**src/rpn_pkg.sv**
```systemverilog
// Shared types, codes and defaults for the RPN stack evaluator.
package rpn_pkg;

    localparam int RPN_STACK_DEPTH = 16;
    localparam int RPN_DATA_WIDTH  = 32;
    localparam int RPN_QUEUE_DEPTH = 2;

    localparam logic REQ_OPERAND  = 1'b0;
    localparam logic REQ_OPERATOR = 1'b1;

    typedef enum logic [1:0] {
        OP_ADD = 2'd0,
        OP_SUB = 2'd1,
        OP_MUL = 2'd2,
        OP_DIV = 2'd3
    } op_t;

    typedef enum logic [1:0] {
        STAT_OK        = 2'd0,
        STAT_UNDERFLOW = 2'd1,
        STAT_FULL      = 2'd2,
        STAT_DIV_ZERO  = 2'd3
    } status_t;

    // Classified token as it travels from the front to the back
    typedef struct packed {
        logic start;
        logic is_push;
        logic iterative;
        op_t  op;
    } cmd_ctrl_t;

    // Request to the shared multiply/divide unit
    typedef struct packed {
        logic start;
        logic is_div;
    } iter_req_t;

    typedef enum logic [1:0] {
        BK_IDLE,
        BK_FETCH,
        BK_ITER
    } back_state_t;

    typedef enum logic [1:0] {
        IT_IDLE,
        IT_RUN,
        IT_DONE
    } iter_state_t;

endpackage

```
**src/rpn_queue.sv**
```systemverilog
// Small first-in first-out queue of registers.
module rpn_queue #(
    parameter int WIDTH = rpn_pkg::RPN_DATA_WIDTH,
    parameter int DEPTH = rpn_pkg::RPN_QUEUE_DEPTH
) (
    input  logic             clk,
    input  logic             rst_n,
    input  logic             wr_en,
    input  logic [WIDTH-1:0] wr_data,
    output logic             full,
    input  logic             rd_en,
    output logic [WIDTH-1:0] rd_data,
    output logic             empty
);
    import rpn_pkg::*;

    localparam int AW = (DEPTH > 1) ? $clog2(DEPTH) : 1;
    localparam int CW = $clog2(DEPTH + 1);

    logic [WIDTH-1:0] slot_reg [DEPTH];
    logic [AW-1:0]    wr_ptr_reg, wr_ptr_next;
    logic [AW-1:0]    rd_ptr_reg, rd_ptr_next;
    logic [CW-1:0]    count_reg, count_next;
    logic             do_wr, do_rd;

    assign full    = (count_reg == CW'(DEPTH));
    assign empty   = (count_reg == '0);
    assign do_wr   = wr_en && !full;
    assign do_rd   = rd_en && !empty;
    assign rd_data = slot_reg[rd_ptr_reg];

    always_comb
    begin
        wr_ptr_next = wr_ptr_reg;
        rd_ptr_next = rd_ptr_reg;
        count_next  = count_reg;
        if (do_wr)
        begin
            wr_ptr_next = (wr_ptr_reg == AW'(DEPTH - 1)) ? '0 : wr_ptr_reg + 1'b1;
        end
        if (do_rd)
        begin
            rd_ptr_next = (rd_ptr_reg == AW'(DEPTH - 1)) ? '0 : rd_ptr_reg + 1'b1;
        end
        if (do_wr && !do_rd)
        begin
            count_next = count_reg + 1'b1;
        end
        else if (do_rd && !do_wr)
        begin
            count_next = count_reg - 1'b1;
        end
    end

    always_ff @(posedge clk or negedge rst_n)
    begin
        if (!rst_n)
        begin
            wr_ptr_reg <= '0;
            rd_ptr_reg <= '0;
            count_reg  <= '0;
        end
        else
        begin
            wr_ptr_reg <= wr_ptr_next;
            rd_ptr_reg <= rd_ptr_next;
            count_reg  <= count_next;
        end
    end

    always_ff @(posedge clk)
    begin
        if (do_wr)
        begin
            slot_reg[wr_ptr_reg] <= wr_data;
        end
    end

endmodule

```
**src/rpn_front.sv**
```systemverilog
// Front end: takes tokens, classifies them and queues them for the back end.
module rpn_front #(
    parameter int DATA_WIDTH  = rpn_pkg::RPN_DATA_WIDTH,
    parameter int QUEUE_DEPTH = rpn_pkg::RPN_QUEUE_DEPTH
) (
    input  logic                    clk,
    input  logic                    rst_n,
    input  logic                    push,
    output logic                    full,
    input  logic                    req_type,
    input  logic [DATA_WIDTH-1:0]   operand_value,
    input  logic [1:0]              op_code,
    input  logic                    start_expr,
    input  logic                    cmd_pop,
    output logic                    cmd_empty,
    output rpn_pkg::cmd_ctrl_t      cmd_ctrl,
    output logic [DATA_WIDTH-1:0]   cmd_value
);
    import rpn_pkg::*;

    localparam int CMD_W = $bits(cmd_ctrl_t) + DATA_WIDTH;

    cmd_ctrl_t        dec_ctrl;
    logic [CMD_W-1:0] q_wdata;
    logic [CMD_W-1:0] q_rdata;

    always_comb
    begin
        dec_ctrl.start     = start_expr;
        dec_ctrl.is_push   = (req_type == REQ_OPERAND);
        dec_ctrl.op        = op_t'(op_code);
        // multiply and divide go to the shared iterative unit
        dec_ctrl.iterative = (req_type == REQ_OPERATOR)
                             && (dec_ctrl.op == OP_MUL || dec_ctrl.op == OP_DIV);
    end

    assign q_wdata = {dec_ctrl, operand_value};

    rpn_queue #(
        .WIDTH (CMD_W),
        .DEPTH (QUEUE_DEPTH)
    ) u_cmd_queue (
        .clk     (clk),
        .rst_n   (rst_n),
        .wr_en   (push),
        .wr_data (q_wdata),
        .full    (full),
        .rd_en   (cmd_pop),
        .rd_data (q_rdata),
        .empty   (cmd_empty)
    );

    assign {cmd_ctrl, cmd_value} = q_rdata;

endmodule

```
**src/rpn_iter.sv**
```systemverilog
// Shared radix-2 unit: shift-add multiply and restoring signed divide.
module rpn_iter #(
    parameter int DATA_WIDTH = rpn_pkg::RPN_DATA_WIDTH
) (
    input  logic                  clk,
    input  logic                  rst_n,
    input  rpn_pkg::iter_req_t    req,
    input  logic [DATA_WIDTH-1:0] opa,
    input  logic [DATA_WIDTH-1:0] opb,
    output logic                  done,
    output logic [DATA_WIDTH-1:0] result
);
    import rpn_pkg::*;

    localparam int W  = DATA_WIDTH;
    localparam int CW = $clog2(W + 1);

    iter_state_t   state_reg, state_next;
    logic [CW-1:0] cnt_reg, cnt_next;
    logic [W:0]    acc_reg, acc_next;
    logic [W-1:0]  q_reg, q_next;
    logic [W-1:0]  d_reg, d_next;
    logic          div_reg, div_next;
    logic          neg_reg, neg_next;
    logic [W:0]    shifted;
    logic [W:0]    trial;
    logic [W-1:0]  mul_acc;

    assign shifted = {acc_reg[W-1:0], q_reg[W-1]};
    assign trial   = shifted - {1'b0, d_reg};
    assign mul_acc = {acc_reg[W-2:0], 1'b0} + (q_reg[W-1] ? d_reg : '0);

    always_comb
    begin
        state_next = state_reg;
        cnt_next   = cnt_reg;
        acc_next   = acc_reg;
        q_next     = q_reg;
        d_next     = d_reg;
        div_next   = div_reg;
        neg_next   = neg_reg;
        done       = 1'b0;
        result     = div_reg ? (neg_reg ? (~q_reg + 1'b1) : q_reg) : acc_reg[W-1:0];
        unique case (state_reg)
            IT_IDLE:
            begin
                if (req.start)
                begin
                    div_next = req.is_div;
                    acc_next = '0;
                    cnt_next = CW'(W);
                    if (req.is_div)
                    begin
                        // work on magnitudes, restore the sign at the end
                        q_next   = opa[W-1] ? (~opa + 1'b1) : opa;
                        d_next   = opb[W-1] ? (~opb + 1'b1) : opb;
                        neg_next = opa[W-1] ^ opb[W-1];
                    end
                    else
                    begin
                        q_next   = opb;
                        d_next   = opa;
                        neg_next = 1'b0;
                    end
                    state_next = IT_RUN;
                end
            end
            IT_RUN:
            begin
                if (div_reg)
                begin
                    if (!trial[W])
                    begin
                        acc_next = trial;
                        q_next   = {q_reg[W-2:0], 1'b1};
                    end
                    else
                    begin
                        acc_next = shifted;
                        q_next   = {q_reg[W-2:0], 1'b0};
                    end
                end
                else
                begin
                    acc_next = {1'b0, mul_acc};
                    q_next   = {q_reg[W-2:0], 1'b0};
                end
                cnt_next = cnt_reg - 1'b1;
                if (cnt_reg == CW'(1))
                begin
                    state_next = IT_DONE;
                end
            end
            IT_DONE:
            begin
                done       = 1'b1;
                state_next = IT_IDLE;
            end
            default:
            begin
                state_next = IT_IDLE;
            end
        endcase
    end

    always_ff @(posedge clk or negedge rst_n)
    begin
        if (!rst_n)
        begin
            state_reg <= IT_IDLE;
            cnt_reg   <= '0;
        end
        else
        begin
            state_reg <= state_next;
            cnt_reg   <= cnt_next;
        end
    end

    always_ff @(posedge clk)
    begin
        acc_reg <= acc_next;
        q_reg   <= q_next;
        d_reg   <= d_next;
        div_reg <= div_next;
        neg_reg <= neg_next;
    end

endmodule

```
**src/rpn_back.sv**
```systemverilog
// Back end: value stack, depth tracking and execution of queued tokens.
module rpn_back #(
    parameter int STACK_DEPTH = rpn_pkg::RPN_STACK_DEPTH,
    parameter int DATA_WIDTH  = rpn_pkg::RPN_DATA_WIDTH
) (
    input  logic                             clk,
    input  logic                             rst_n,
    input  logic                             cmd_empty,
    output logic                             cmd_pop,
    input  rpn_pkg::cmd_ctrl_t               cmd_ctrl,
    input  logic [DATA_WIDTH-1:0]            cmd_value,
    input  logic                             res_full,
    output logic                             res_push,
    output logic [DATA_WIDTH-1:0]            res_top,
    output logic [$clog2(STACK_DEPTH+1)-1:0] res_depth,
    output rpn_pkg::status_t                 res_status
);
    import rpn_pkg::*;

    localparam int AW = $clog2(STACK_DEPTH);
    localparam int DW = $clog2(STACK_DEPTH + 1);

    logic [DATA_WIDTH-1:0] stack_mem [STACK_DEPTH];

    back_state_t           state_reg, state_next;
    logic [DW-1:0]         depth_reg, depth_next;
    logic [DATA_WIDTH-1:0] top_reg, top_next;
    op_t                   op_reg, op_next;
    logic                  iter_reg, iter_next;
    logic [DATA_WIDTH-1:0] rd_data_reg;

    logic                  wr_en;
    logic [AW-1:0]         wr_addr;
    logic [DATA_WIDTH-1:0] wr_data;
    logic                  rd_en;
    logic [AW-1:0]         rd_addr;

    logic [DW-1:0]         eff_depth;
    logic [DATA_WIDTH-1:0] eff_top;
    logic [DW-1:0]         depth_m1;
    logic [DW-1:0]         depth_m2;
    logic [DATA_WIDTH-1:0] fast_result;

    iter_req_t             iter_req;
    logic                  iter_done;
    logic [DATA_WIDTH-1:0] iter_result;

    // a start flag empties the stack before the token is handled
    assign eff_depth   = cmd_ctrl.start ? '0 : depth_reg;
    assign eff_top     = (eff_depth == '0) ? '0 : top_reg;
    assign depth_m1    = depth_reg - DW'(1);
    assign depth_m2    = depth_reg - DW'(2);
    assign fast_result = (op_reg == OP_SUB) ? (rd_data_reg - top_reg)
                                            : (rd_data_reg + top_reg);

    rpn_iter #(
        .DATA_WIDTH (DATA_WIDTH)
    ) u_iter (
        .clk    (clk),
        .rst_n  (rst_n),
        .req    (iter_req),
        .opa    (rd_data_reg),
        .opb    (top_reg),
        .done   (iter_done),
        .result (iter_result)
    );

    always_comb
    begin
        state_next     = state_reg;
        depth_next     = depth_reg;
        top_next       = top_reg;
        op_next        = op_reg;
        iter_next      = iter_reg;
        cmd_pop        = 1'b0;
        res_push       = 1'b0;
        res_top        = eff_top;
        res_depth      = eff_depth;
        res_status     = STAT_OK;
        wr_en          = 1'b0;
        wr_addr        = depth_m2[AW-1:0];
        wr_data        = fast_result;
        rd_en          = 1'b0;
        rd_addr        = depth_m2[AW-1:0];
        iter_req.start = 1'b0;
        iter_req.is_div = (op_reg == OP_DIV);
        unique case (state_reg)
            BK_IDLE:
            begin
                // take a word only when its result has room downstream
                if (!cmd_empty && !res_full)
                begin
                    cmd_pop    = 1'b1;
                    depth_next = eff_depth;
                    if (cmd_ctrl.is_push)
                    begin
                        res_push = 1'b1;
                        if (eff_depth == DW'(STACK_DEPTH))
                        begin
                            res_status = STAT_FULL;
                        end
                        else
                        begin
                            wr_en      = 1'b1;
                            wr_addr    = eff_depth[AW-1:0];
                            wr_data    = cmd_value;
                            top_next   = cmd_value;
                            depth_next = eff_depth + 1'b1;
                            res_top    = cmd_value;
                            res_depth  = eff_depth + 1'b1;
                        end
                    end
                    else if (eff_depth < DW'(2))
                    begin
                        res_push   = 1'b1;
                        res_status = STAT_UNDERFLOW;
                    end
                    else if (cmd_ctrl.op == OP_DIV && top_reg == '0)
                    begin
                        res_push   = 1'b1;
                        res_status = STAT_DIV_ZERO;
                    end
                    else
                    begin
                        // fetch the left operand; the right one is the cached top
                        rd_en      = 1'b1;
                        op_next    = cmd_ctrl.op;
                        iter_next  = cmd_ctrl.iterative;
                        state_next = BK_FETCH;
                    end
                end
            end
            BK_FETCH:
            begin
                if (iter_reg)
                begin
                    iter_req.start = 1'b1;
                    state_next     = BK_ITER;
                end
                else
                begin
                    wr_en      = 1'b1;
                    top_next   = fast_result;
                    depth_next = depth_m1;
                    res_push   = 1'b1;
                    res_top    = fast_result;
                    res_depth  = depth_m1;
                    state_next = BK_IDLE;
                end
            end
            BK_ITER:
            begin
                if (iter_done)
                begin
                    wr_en      = 1'b1;
                    wr_data    = iter_result;
                    top_next   = iter_result;
                    depth_next = depth_m1;
                    res_push   = 1'b1;
                    res_top    = iter_result;
                    res_depth  = depth_m1;
                    state_next = BK_IDLE;
                end
            end
            default:
            begin
                state_next = BK_IDLE;
            end
        endcase
    end

    always_ff @(posedge clk or negedge rst_n)
    begin
        if (!rst_n)
        begin
            state_reg <= BK_IDLE;
            depth_reg <= '0;
        end
        else
        begin
            state_reg <= state_next;
            depth_reg <= depth_next;
        end
    end

    always_ff @(posedge clk)
    begin
        top_reg  <= top_next;
        op_reg   <= op_next;
        iter_reg <= iter_next;
    end

    always_ff @(posedge clk)
    begin
        if (wr_en)
        begin
            stack_mem[wr_addr] <= wr_data;
        end
        if (rd_en)
        begin
            rd_data_reg <= stack_mem[rd_addr];
        end
    end

endmodule

```
**src/rpn_stack_evaluator_unit.sv**
```systemverilog
// Top level of the RPN stack evaluator.
//
//   channel | dir | handshake          | payload
//   --------+-----+--------------------+-------------------------------------------
//   token   | in  | push / full        | req_type, operand_value, op_code, start_expr
//   result  | out | pop / empty        | top_value, stack_depth, status
//
// Tokens are registered in the command queue on their way to the back end. Pushes
// and rejected tokens are settled in the idle state; add and subtract pass a fetch
// state, held by the registered read of the stack memory; multiply and divide then
// wait on the radix-2 iterative unit. The back end handles one token at a time and
// waits while the result queue is full. Reset empties both queues and the stack.
module rpn_stack_evaluator_unit #(
    parameter int STACK_DEPTH = rpn_pkg::RPN_STACK_DEPTH,
    parameter int DATA_WIDTH  = rpn_pkg::RPN_DATA_WIDTH
) (
    input  logic                             clk,
    input  logic                             rst_n,
    input  logic                             push,
    output logic                             full,
    input  logic                             req_type,
    input  logic [DATA_WIDTH-1:0]            operand_value,
    input  logic [1:0]                       op_code,
    input  logic                             start_expr,
    output logic                             empty,
    input  logic                             pop,
    output logic [DATA_WIDTH-1:0]            top_value,
    output logic [$clog2(STACK_DEPTH+1)-1:0] stack_depth,
    output logic [1:0]                       status
);
    import rpn_pkg::*;

    localparam int DW    = $clog2(STACK_DEPTH + 1);
    localparam int RES_W = DATA_WIDTH + DW + $bits(status_t);

    logic                  cmd_empty;
    logic                  cmd_pop;
    cmd_ctrl_t             cmd_ctrl;
    logic [DATA_WIDTH-1:0] cmd_value;
    logic                  res_full;
    logic                  res_push;
    logic [DATA_WIDTH-1:0] res_top;
    logic [DW-1:0]         res_depth;
    status_t               res_status;
    logic [RES_W-1:0]      res_wdata;
    logic [RES_W-1:0]      res_rdata;

    rpn_front #(
        .DATA_WIDTH  (DATA_WIDTH),
        .QUEUE_DEPTH (RPN_QUEUE_DEPTH)
    ) u_front (
        .clk           (clk),
        .rst_n         (rst_n),
        .push          (push),
        .full          (full),
        .req_type      (req_type),
        .operand_value (operand_value),
        .op_code       (op_code),
        .start_expr    (start_expr),
        .cmd_pop       (cmd_pop),
        .cmd_empty     (cmd_empty),
        .cmd_ctrl      (cmd_ctrl),
        .cmd_value     (cmd_value)
    );

    rpn_back #(
        .STACK_DEPTH (STACK_DEPTH),
        .DATA_WIDTH  (DATA_WIDTH)
    ) u_back (
        .clk        (clk),
        .rst_n      (rst_n),
        .cmd_empty  (cmd_empty),
        .cmd_pop    (cmd_pop),
        .cmd_ctrl   (cmd_ctrl),
        .cmd_value  (cmd_value),
        .res_full   (res_full),
        .res_push   (res_push),
        .res_top    (res_top),
        .res_depth  (res_depth),
        .res_status (res_status)
    );

    assign res_wdata = {res_top, res_depth, res_status};

    rpn_queue #(
        .WIDTH (RES_W),
        .DEPTH (RPN_QUEUE_DEPTH)
    ) u_res_queue (
        .clk     (clk),
        .rst_n   (rst_n),
        .wr_en   (res_push),
        .wr_data (res_wdata),
        .full    (res_full),
        .rd_en   (pop),
        .rd_data (res_rdata),
        .empty   (empty)
    );

    assign {top_value, stack_depth, status} = res_rdata;

endmodule

```
**config.mk**
```make
export PLATFORM = sky130hd
export DESIGN_NAME = rpn_stack_evaluator_unit
export DESIGN_NICKNAME = d
export VERILOG_FILES = /design/src/rpn_pkg.sv /design/src/rpn_queue.sv /design/src/rpn_front.sv /design/src/rpn_iter.sv /design/src/rpn_back.sv /design/src/rpn_stack_evaluator_unit.sv
export SDC_FILE = /design/constraint.sdc
export NUM_CORES = 2
export LEC_CHECK = 0
export CAP_MARGIN = 25
export CORE_ASPECT_RATIO = 1.5
export CORE_MARGIN = 2
export CORE_UTILIZATION = 62
export CTS_CLUSTER_SIZE = 30
export DETAILED_ROUTE_END_ITERATION = 8
export DONT_BUFFER_PORTS = 1
export HOLD_SLACK_MARGIN = 0.12
export PLACE_DENSITY = 0.88
export SLEW_MARGIN = 30
export SYNTH_ARGS = -nofsm -noshare
export SYNTH_HDL_FRONTEND = slang
export SYNTH_SLANG_ARGS = --single-unit
```
**constraint.sdc**
```tcl
create_clock -name clk -period 10.2 [get_ports clk]
set_input_delay 1.02 -clock clk [delete_from_list [all_inputs] [get_ports clk]]
set_output_delay 1.02 -clock clk [all_outputs]
set_load 0.02 [all_outputs]
```
==> results.json <==
{
  "status": "complete, no violations",
  "portBuffers": 0,
  "cp-start-kind": "flip-flop",
  "clk_pin_slew_ps": 70,
  "period_share_pct": 61.0,
  "synthCells": 3293,
  "io_pins": 81,
  "tightest_slew_ps": 1100,
  "grt.met2_usage_pct": 60.2,
  "clk_latency_ps": 690,
  "drtIter0Drc": 4029,
  "antenna_left": 0,
  "slew_viol_final": 0,
  "routed-via-count": 29500,
  "fin_tns_setup_ps": 0,
  "max_cap_violations": 0,
  "seqCellArea_mm2": 0.0255,
  "multi_input_area_mm2": 0.0167,
  "grt_use_met3_pct": 6.55,
  "cts_sinks": 852,
  "ys.flop_type": "edfxtp_1",
  "arrival_ps": 6620,
  "root_buffer": "clkbuf_16",
  "ys_seq_area_share_pct": 59.3,
  "hold_viol": 0,
  "cp-end-kind": "flip-flop",
  "hpwl_um": 80900,
  "netlist_area_mm2": 0.0430,
  "ys_types": 82,
  "yosysWarningCount": 0,
  "critPathKind": "reg -> reg",
  "gr-total-overflow": 0,
  "rows": 118,
  "worstPathRequired_ps": 10590,
  "rrSetupSlack_ps": 3980,
  "rsz0062_at_grt": "false",
  "first_pass_iters": 8,
  "tritoncts": "done",
  "period_minus_slack_ps": 6220,
  "area_growth_pct": 8.95,
  "grt_pass1_vias": 28800,
  "cp_slowest_stage_delay_ps": 660,
  "drive_above_1_share_pct": 15.0,
  "grt_max_degree": 97,
  "max-slew-margin-rel_pct": 26.4,
  "chipWidth_um": 219,
  "finalSetupViolations": 0,
  "cts_inserted_buffers": 74,
  "ys_async_sr_fraction_pct": 2.70,
  "syn_area_per_cell_um2": 13.0,
  "cts_resized": 0,
  "worstPathCellList": "inv_1 -> ha_1 -> nand2_1 -> or3_1 -> nor3_1 -> nand2b_1 -> or3_1 -> o31ai_1 -> xor2_1 -> ha_1 -> a21oi_1 -> o21ai_0 -> a2111oi_0 -> a21oi_1 -> nor4_1 -> o41ai_1 -> a21oi_1 -> xor2_1 -> o21ai_0 -> buf_4",
  "final_common_cell": "edfxtp_1",
  "dieHeight_um": 326,
  "cp_slowest_cell": "a2111oi_0",
  "wl_per_cell_um": 30.6,
  "start_util_pct": 62.4,
  "die_area_mm2": 0.0715,
  "worst_path_dominant_cell_family": "compound AO/OA/AOI/OAI gates",
  "crit_top_cell": "a21oi_1",
  "htree_levels": 3,
  "yosys_register_bits": 852,
  "grt-busiest-layer": "met2",
  "fin_skew_ps": 47.1,
  "path_max_fanout": 16,
  "synth_edf_count": 829,
  "routed_wl_um": 129000,
  "layout.nets": 3413,
  "max_freq_ghz": 0.161,
  "largest_register_ffs": 512,
  "fp.coreArea_mm2": 0.0688,
  "critPathBufInv": 2,
  "clock_path_buffers": 3,
  "track_usage_pct": 36.7,
  "hold_path_class": "in -> async",
  "syn_nets": 3447,
  "antenna_found_initial": 3,
  "grt_pass1_wl_um": 189000,
  "via_per_inst": 7.00,
  "use_met1_pct": 43.1,
  "n_fill_cell": 4491,
  "final_cell_mix": "edfxtp_1, nand2_1, nor2_1",
  "post-route-drc-count": 0,
  "routabilityCongestion": 1.01
}
==> timing repair <==
| item | in CTS | in global routing |
|---|---|---|
| setup endpoints to repair | 0 | 0 |
| hold buffers | 1 | 0 |
| endpoints found under the hold margin | 23 | 0 |
| setup buffers | 0 | 0 |
==> final cells by class <==
class	instances	share of cell area, %
Tap cell	900	2.41
Clock buffer	92	4.26
Antenna cell	1	0.00535
Multi-Input combinational cell	2162	35.8
Inverter	93	0.746
Clock inverter	42	1.06
Sequential cell	852	54.4
Timing Repair Buffer	76	1.32
==> metal layers <==
layer / up-vias / routed length, um
li1: 12500 / -
met1: 14200 / 40700
met2: 2214 / 62800
met3: 577 / 13600
met4: 2 / 12100
met5: - / 13
==> worst reg2reg max path, stage by stage (launching register included) <==
cell and delay (ps):
edfxtp_1 520, inv_1 100, ha_1 190, nand2_1 90
or3_1 390, nor3_1 460, nand2b_1 160, or3_1 410
o31ai_1 270, xor2_1 200, ha_1 310, a21oi_1 230
o21ai_0 260, a2111oi_0 660, a21oi_1 190, nor4_1 380
o41ai_1 200, a21oi_1 200, xor2_1 300, o21ai_0 210
buf_4 230
==> kinds of logic after synthesis <==
family,count (synthesis),share of synthesized area (%)
and+or+nand+nor,802,8.30
adders and majority gates,114,3.37
AOI/OAI and AO/OA,769,11.2
xor gates and xnor gates,212,4.32
DFF,852,59.3
buffers and inverters,279,2.49
muxes,265,11.0
==> per-stage QoR <==
step	hold slack, ps	area [um^2]	cells	setup WS [ps]	utilization [%]
floorplan	456	43000	3293	3650	-
global placement	488	44100	4079	4370	64.2
detailed placement	500	44200	4081	4310	64.3
CTS	158	46700	4216	4090	67.9
global route	174	46800	4217	3560	68.0
finish	172	46800	4218	3980	68.0
==> Yosys cell counts (9+ instances only) <==
| master | number | area share, % |
|---|---|---|
| and2_1 | 10 | 0.15 |
| o21a_1 | 14 | 0.24 |
| o31ai_1 | 38 | 0.66 |
| o221ai_1 | 12 | 0.24 |
| inv_1 | 90 | 0.79 |
| or3_1 | 13 | 0.19 |
| mux2_2 | 64 | 1.7 |
| nor4_1 | 10 | 0.15 |
| nor2_1 | 281 | 2.5 |
| and3_1 | 11 | 0.16 |
| clkbuf_1 | 149 | 1.3 |
| nor3_1 | 32 | 0.37 |
| nand2_1 | 297 | 2.6 |
| xor2_1 | 148 | 3.0 |
| mux2i_1 | 41 | 0.96 |
| o21ai_1 | 9 | 0.10 |
| o21ai_0 | 198 | 2.3 |
| a21o_1 | 36 | 0.63 |
| mux4_2 | 160 | 8.4 |
| ha_1 | 111 | 3.2 |
| nand3_1 | 33 | 0.38 |
| o22ai_1 | 38 | 0.55 |
| o21bai_1 | 10 | 0.17 |
| a21boi_0 | 10 | 0.17 |
| a31oi_1 | 18 | 0.26 |
| dfrtp_1 | 23 | 1.3 |
| buf_1 | 26 | 0.23 |
| nand2b_1 | 29 | 0.42 |
| edfxtp_1 | 829 | 58 |
| o41ai_1 | 16 | 0.33 |
| nand4_1 | 14 | 0.20 |
| a211oi_1 | 35 | 0.61 |
| xnor2_1 | 64 | 1.3 |
| a22oi_1 | 23 | 0.40 |
| a21oi_1 | 224 | 2.6 |
| or4_1 | 15 | 0.26 |
| a221oi_1 | 9 | 0.18 |
| nor2b_1 | 17 | 0.25 |
| or2_2 | 13 | 0.19 |
| o211ai_1 | 21 | 0.37 |
==> path summary, 6_finish.rpt <==
kind | from | end | depth (start not counted)
min reg2reg | u_front.u_cmd_queue.count_reg[1] | u_front.u_cmd_queue.count_reg[1] | 1
min | rst_n | u_res_queue.rd_ptr_reg | 1
min in group clk | operand_value[20] | u_front.u_cmd_queue.slot_reg[1][20] | 0
max | u_back.top_reg[0] | u_back.stack_mem[8][30] | 20
max in group asynchronous | rst_n | u_back.u_iter.cnt_reg[2] | 1
max reg2reg | u_back.top_reg[0] | u_back.stack_mem[8][30] | 20
Power is left out: the tool's default activity adds up to more than one toggle a clock period on the data nets, which glitch-free logic cannot reach.
